## config.mk

```make
export PLATFORM = sky130hd
export DESIGN_NAME = wcrl_ctrl
export DESIGN_NICKNAME = d
export VERILOG_FILES = /design/src/hw/rtl/wcrl_pkg.sv /design/src/hw/rtl/wcrl_ctrl.sv
export SDC_FILE = /design/constraint.sdc
export NUM_CORES = 1
export LEC_CHECK = 0
export ABC_AREA = 1
export BUFFER_PORTS_ARGS = -buffer_cell sky130_fd_sc_hd__buf_2
export CAP_MARGIN = 25
export CORE_AREA = 2 2 45 47
export CTS_CLUSTER_SIZE = 30
export DETAILED_ROUTE_END_ITERATION = 7
export DIE_AREA = 0 0 47 49
export PLACE_DENSITY = 0.77
export RECOVER_POWER = 100
export SLEW_MARGIN = 20
export SYNTH_ARGS = -nofsm -noshare
export SYNTH_HDL_FRONTEND = slang
export SYNTH_SLANG_ARGS = --single-unit
```

## constraint.sdc

```tcl
create_clock -name clk -period 1.4 [get_ports clk]
set_input_delay 0.07 -clock clk [delete_from_list [all_inputs] [get_ports clk]]
set_output_delay 0.07 -clock clk [all_outputs]
set_load 0.03 [all_outputs]
```

## src/hw/rtl/wcrl_pkg.sv

```systemverilog
// Shared types, widths and codes for the weighted color ramp lookup.
package wcrl_pkg;

  localparam int MAX_STOPS = 16;
  localparam int IDX_W     = $clog2(MAX_STOPS);
  localparam int CNT_W     = $clog2(MAX_STOPS + 1);
  localparam int WGT_W     = 16;
  localparam int TOT_W     = 20;
  localparam int POS_W     = 17;
  localparam int FRAC_W    = 16;
  localparam int CH_W      = 8;
  localparam int COL_W     = 3 * CH_W;
  localparam int CUM_W     = WGT_W + CNT_W;
  localparam int V_W       = POS_W + TOT_W;
  localparam int CMP_W     = (V_W > CUM_W + FRAC_W) ? V_W : CUM_W + FRAC_W;
  localparam int NUM_W     = WGT_W + FRAC_W;
  localparam int WSUM_W    = WGT_W + 1;
  localparam int DIVD_W    = CH_W + WSUM_W;
  localparam int PD_W      = CH_W + 1 + NUM_W + 1;
  localparam int QBIT_W    = $clog2(CH_W);

  localparam logic [POS_W-1:0] POS_ONE = POS_W'(1) << FRAC_W;

  localparam logic [1:0] OP_CLEAR   = 2'd0;
  localparam logic [1:0] OP_APPEND  = 2'd1;
  localparam logic [1:0] OP_SMOOTH  = 2'd2;
  localparam logic [1:0] OP_STEPPED = 2'd3;

  localparam logic [1:0] ST_OK    = 2'd0;
  localparam logic [1:0] ST_EMPTY = 2'd1;
  localparam logic [1:0] ST_FULL  = 2'd2;

  localparam logic [1:0] RES_FIXED = 2'd0;
  localparam logic [1:0] RES_PICK  = 2'd1;
  localparam logic [1:0] RES_BLEND = 2'd2;

  typedef struct packed {
    logic [1:0]       opcode;
    logic [WGT_W-1:0] stop_weight;
    logic [CH_W-1:0]  stop_red;
    logic [CH_W-1:0]  stop_green;
    logic [CH_W-1:0]  stop_blue;
    logic [POS_W-1:0] position;
  } in_item_t;

  typedef struct packed {
    logic [CH_W-1:0] out_red;
    logic [CH_W-1:0] out_green;
    logic [CH_W-1:0] out_blue;
    logic [1:0]      status;
  } out_item_t;

  typedef struct packed {
    logic              capture;
    logic              decode;
    logic              clear;
    logic              append;
    logic              scan;
    logic              bld_a;
    logic              bld_b;
    logic              bld_c;
    logic              div_step;
    logic [QBIT_W-1:0] div_bit;
    logic              res_load;
    logic [1:0]        res_sel;
    logic [1:0]        res_status;
    logic              push;
  } cmd_t;

  typedef struct packed {
    logic [1:0] op;
    logic       empty;
    logic       full;
    logic       scan_end;
    logic       blend_go;
  } sts_t;

endpackage

```

## src/hw/rtl/wcrl_ctrl.sv

```systemverilog
// Controller state machine sequencing decode, band scan, blend and division.
module wcrl_ctrl (
  input  logic              clk,
  input  logic              rst_n,
  input  logic              in_valid,
  output logic              in_ready,
  output logic              out_valid,
  input  logic              out_ready,
  input  wcrl_pkg::sts_t    sts,
  output wcrl_pkg::cmd_t    cmd
);
  import wcrl_pkg::*;

  localparam logic [3:0] S_IDLE   = 4'd0;
  localparam logic [3:0] S_DECODE = 4'd1;
  localparam logic [3:0] S_SCAN   = 4'd2;
  localparam logic [3:0] S_PICK   = 4'd3;
  localparam logic [3:0] S_BLDA   = 4'd4;
  localparam logic [3:0] S_BLDB   = 4'd5;
  localparam logic [3:0] S_BLDC   = 4'd6;
  localparam logic [3:0] S_DIV    = 4'd7;
  localparam logic [3:0] S_FIN    = 4'd8;
  localparam logic [3:0] S_DONE   = 4'd9;

  logic [3:0]        state_r, state_nxt;
  logic [QBIT_W-1:0] div_cnt_r, div_cnt_nxt;
  logic              out_valid_r, out_valid_nxt;

  assign in_ready  = (state_r == S_IDLE);
  assign out_valid = out_valid_r;

  always_comb begin
    cmd         = '0;
    state_nxt   = state_r;
    div_cnt_nxt = div_cnt_r;
    unique case (state_r)
      S_IDLE: begin
        if (in_valid) begin
          cmd.capture = 1'b1;
          state_nxt   = S_DECODE;
        end
      end
      S_DECODE: begin
        cmd.decode  = 1'b1;
        cmd.res_sel = RES_FIXED;
        unique case (sts.op)
          OP_CLEAR: begin
            cmd.clear      = 1'b1;
            cmd.res_load   = 1'b1;
            cmd.res_status = ST_OK;
            state_nxt      = S_DONE;
          end
          OP_APPEND: begin
            cmd.res_load   = 1'b1;
            cmd.append     = !sts.full;
            cmd.res_status = sts.full ? ST_FULL : ST_OK;
            state_nxt      = S_DONE;
          end
          OP_SMOOTH, OP_STEPPED: begin
            if (sts.empty) begin
              cmd.res_load   = 1'b1;
              cmd.res_status = ST_EMPTY;
              state_nxt      = S_DONE;
            end else begin
              state_nxt = S_SCAN;
            end
          end
        endcase
      end
      S_SCAN: begin
        cmd.scan = 1'b1;
        if (sts.scan_end) begin
          state_nxt = sts.blend_go ? S_BLDA : S_PICK;
        end
      end
      S_PICK: begin
        cmd.res_load   = 1'b1;
        cmd.res_sel    = RES_PICK;
        cmd.res_status = ST_OK;
        state_nxt      = S_DONE;
      end
      S_BLDA: begin
        cmd.bld_a = 1'b1;
        state_nxt = S_BLDB;
      end
      S_BLDB: begin
        cmd.bld_b = 1'b1;
        state_nxt = S_BLDC;
      end
      S_BLDC: begin
        cmd.bld_c   = 1'b1;
        div_cnt_nxt = QBIT_W'(CH_W - 1);
        state_nxt   = S_DIV;
      end
      S_DIV: begin
        cmd.div_step = 1'b1;
        cmd.div_bit  = div_cnt_r;
        if (div_cnt_r == '0) begin
          state_nxt = S_FIN;
        end else begin
          div_cnt_nxt = div_cnt_r - QBIT_W'(1);
        end
      end
      S_FIN: begin
        cmd.res_load   = 1'b1;
        cmd.res_sel    = RES_BLEND;
        cmd.res_status = ST_OK;
        state_nxt      = S_DONE;
      end
      S_DONE: begin
        // hold until the output register is free
        if (!out_valid_r || out_ready) begin
          cmd.push  = 1'b1;
          state_nxt = S_IDLE;
        end
      end
      default: begin
        state_nxt = S_IDLE;
      end
    endcase
  end

  always_comb begin
    out_valid_nxt = out_valid_r;
    priority if (cmd.push) begin
      out_valid_nxt = 1'b1;
    end else if (out_ready) begin
      out_valid_nxt = 1'b0;
    end
  end

  always_ff @(posedge clk) begin
    if (!rst_n) begin
      state_r     <= S_IDLE;
      div_cnt_r   <= '0;
      out_valid_r <= 1'b0;
    end else begin
      state_r     <= state_nxt;
      div_cnt_r   <= div_cnt_nxt;
      out_valid_r <= out_valid_nxt;
    end
  end

  a_push_free: assert property (@(posedge clk) disable iff (!rst_n)
    cmd.push |-> (!out_valid_r || out_ready))
    else $error("result pushed over an untaken transaction");

  a_div_start: assert property (@(posedge clk) disable iff (!rst_n)
    (state_r == S_BLDC) |=> (state_r == S_DIV && div_cnt_r == QBIT_W'(CH_W - 1)))
    else $error("division did not start at the top quotient bit");

  a_accept_decode: assert property (@(posedge clk) disable iff (!rst_n)
    (in_valid && in_ready) |=> (state_r == S_DECODE))
    else $error("accepted transaction not decoded");

  a_done_hold: assert property (@(posedge clk) disable iff (!rst_n)
    (state_r == S_DONE && out_valid_r && !out_ready) |=> (state_r == S_DONE))
    else $error("finished result dropped while output stalled");

endmodule

```

==> reports/qor.txt <==
Worst setup startpoint -> state_r[3]
Slowest stage delay, CP -> 0.35 ns
WL met1 -> 713 um
Comb power frac -> 0.469
Startpoint Class -> flop
Power Density -> 863 mW/mm^2
Worst r2r path cells -> 9
Adder-cell share of the synthesized area -> 0.0365
Diode count -> 0
Crit Path Max Fanout -> 6
Hpwl dp -> 1.43 mm
Worst skew pair latency -> 0.26 ns
Internal power -> 0.000474 W
Die W -> 47 um
Initial antenna violation count -> 0
Die Ht -> 49 um
Clk slew on worst S/H paths -> 0.06 ns
Crit path max-delay cell type -> dfxtp_2
Max Cap Viol -> 0
Final Hold Viols -> 0
GRT Util Overall -> 0.156
CP most frequent cell -> nor2_2
Leak -> 0.583 nW
Worst R2R Start -> state_r[3]
Clk root buf -> clkbuf_4
Final WL -> 1.75 mm
Pre-Repair DR Iteration Count -> 4
Register share of total power -> 0.319
Pre-CTS setup slack -> 0.155 ns
Via Count -> 804
Met2 WL -> 896 um
Combinational family with the most area after synthesis -> simple AND/OR/NAND/NOR gates
Max Clk Rate -> 0.736 GHz
Top Ports -> 30
Area delta synth->final -> 42.9%
Top-count cell post-synth -> nand2_1
CTS H-tree lvls -> 1
Crit. path cell count -> 6
Peak supply drop -> 0.472 mV
Metal3 WL -> 99 um
Ys flop type -> dfxtp_1
FF+latch count, synth -> 8
Post-Synth Simple-Gate Area -> 0.505
Syn avg cell area -> 6.23 um^2
CP cell instances -> nor2_4 > inv_2 > nor2_2 > nand2_1 > nor2_2 > buf_6
Warnings, synthesis -> 0
Min-delay src -> rst_n
RSZ-0062 raised after global routing -> true
DR WL/cell -> 10.2 um
Crit path DAT -> 1.29 ns
Worst-Margin Slew -> 0.350 ns
Synth Instances -> 110
Top Metal Used -> met4
Net Sw Frac -> 0.440
Cell area after synthesis -> 686 um^2
Synth Area in XOR/XNOR -> 0
Fill cell count -> 201
CTS tree -> yes
Reg2reg setup slack -> 0.08 ns
CP bufs+invs -> 2
Outcome -> finished, final reports clean
Worst setup margin -> 0.0419 ns
Core footprint -> 0.00184 mm^2
Worst setup path end -> cmd[2]
CTS Buffer Depth -> 2
Layout cells sized above 1 -> 0.455
Hold slack -> 0.106 ns
Post-DRT Antenna Nets -> 0
Leading cell types by total area after synthesis -> dfxtp_1 23%, nand2_1 12%, inv_1 11%
Initial Utilization -> 0.372
Share of synthesized flip-flops with an asynchronous set or reset -> 0
Number of CTS-inserted buffers -> 3
Compound-cell area share of the yosys netlist -> 0.0821
Die area -> 0.00230 mm^2
Vias in the first global route -> 721
Via density -> 4.67
Sw power -> 0.000372 W
Residual DRC count -> 0
Critical path class -> reg2out
Initial drt markers -> 8
Register area share after synthesis -> 0.234
Biggest area consumer among synthesized cells -> dfxtp_1
Post-synth EDFFs -> 0
Synth cell count leaders -> 22 x nand2_1, 20 x inv_1, 17 x nor2_1
Synth cell types -> 24
Syn_nets -> 122
Post-placement cell count -> 165
Grt ovf -> 0
Worst flop-to-flop path endpoint -> state_r[2]
Port Buffers -> 29
Tmin final -> 1.36 ns
Worst relative slew slack -> 0.766
Multiplexer share of the synthesized area -> 0
Row count -> 16
Crit end category -> primary output
Clock power share -> 0.212
Hold WC Path Type -> in2reg
Final nets -> 159
CTS Sinks -> 8
First-pass GRT wire length -> 2.72 mm
Post-synth top area share -> 0.234
Family with the most delay on the worst path -> simple AND/OR/NAND/NOR gates
Setup violators final -> 0
Period utilization -> 0.970
Post-route insts no fill -> 172
Pin count of the biggest net entering global routing -> 7
Max-slew violations -> 0
Final clock skew -> 0.00788 ns
Routability cong. -> 0.871
CP required -> 1.33 ns
==> stage by stage <==
stage           util  total power [W]  area, um^2  setup TNS, ns
2_1_floorplan      -         0.000536         691        -0.0140
3_3_place_gp   0.468         0.000617         862              0
3_5_place_dp   0.468         0.000625         862              0
4_1_cts        0.502         0.000819         925              0
5_1_grt        0.532         0.000897         980        -0.0779
6_report       0.532         0.000846         980              0
==> cell families after synthesis <==
kind of cell | Yosys count
fa+ha+maj | 2
compound gates | 10
buf+inv | 25
simple gates | 65
flops | 8
==> final cells by class <==
type	instances	area, um^2	share of cell area
well taps	27	33.8	0.0345
clock buffers	3	22.5	0.0230
repair buffers	33	204	0.208
flip-flops and latches	8	170	0.174
inverters	24	92.6	0.0945
multi-input cells	77	457	0.466
==> cell usage in the layout, fill, tap and decap left out, types with 3 or more instances in the layout <==
| master | count |
|---|---|
| nand2_1 | 21 |
| inv_1 | 19 |
| buf_2 | 13 |
| nor2_1 | 12 |
| buf_4 | 10 |
| nor2_2 | 9 |
| nand3_1 | 7 |
| clkbuf_2 | 6 |
| inv_2 | 4 |
| a21oi_1 | 4 |
| clkbuf_4 | 4 |
| dfxtp_1 | 4 |
| nor2_4 | 3 |
| nand2_4 | 3 |
| nand2_2 | 3 |
==> power groups by stage <==
stage | clock [W] | sequential [W] | combinational (W)
final | 0.000179 | 0.000269 | 0.000397
after global routing | 0.000194 | 0.000271 | 0.000431
after CTS | 0.000182 | 0.000265 | 0.000372
after detailed placement | 0 | 0.000265 | 0.000359
after global placement | 0 | 0.000265 | 0.000352
after floorplan | 0 | 0.000265 | 0.000271
==> sequential cells by signal, indices dropped and copies added (netlist names) <==
signal     count
state_r        4
div_cnt_r      3
out_valid      1
==> per-layer routing <==
metal	up-vias	track usage
li1	409	-
met3	6	0.0259
met1	355	0.170
met5	-	0
met4	0	0.0787
met2	34	0.274
==> tightest hold or removal path: cells and delay by family <==
family                 cells  cell delay, ns
buffers and inverters      1            0.11
AO/OA/AOI/OAI              2            0.13
==> worst min path at each step <==
stage	depth (start not counted)	to	slack (ns)
after floorplan	2	div_cnt_r[1]	0.21
after global placement	3	div_cnt_r[1]	0.34
after detailed placement	3	div_cnt_r[0]	0.36
after CTS	3	div_cnt_r[0]	0.1
after global routing	3	div_cnt_r[1]	0.11
final	3	div_cnt_r[0]	0.11
==> repair_timing <==
item	4_1_cts	5_1_grt
buffers inserted	2	2
hold buffers	0	0
endpoints found under the setup margin	8	12
pin swaps	2	5
resized for setup	11	17
Power figures use the tool's default switching activity.
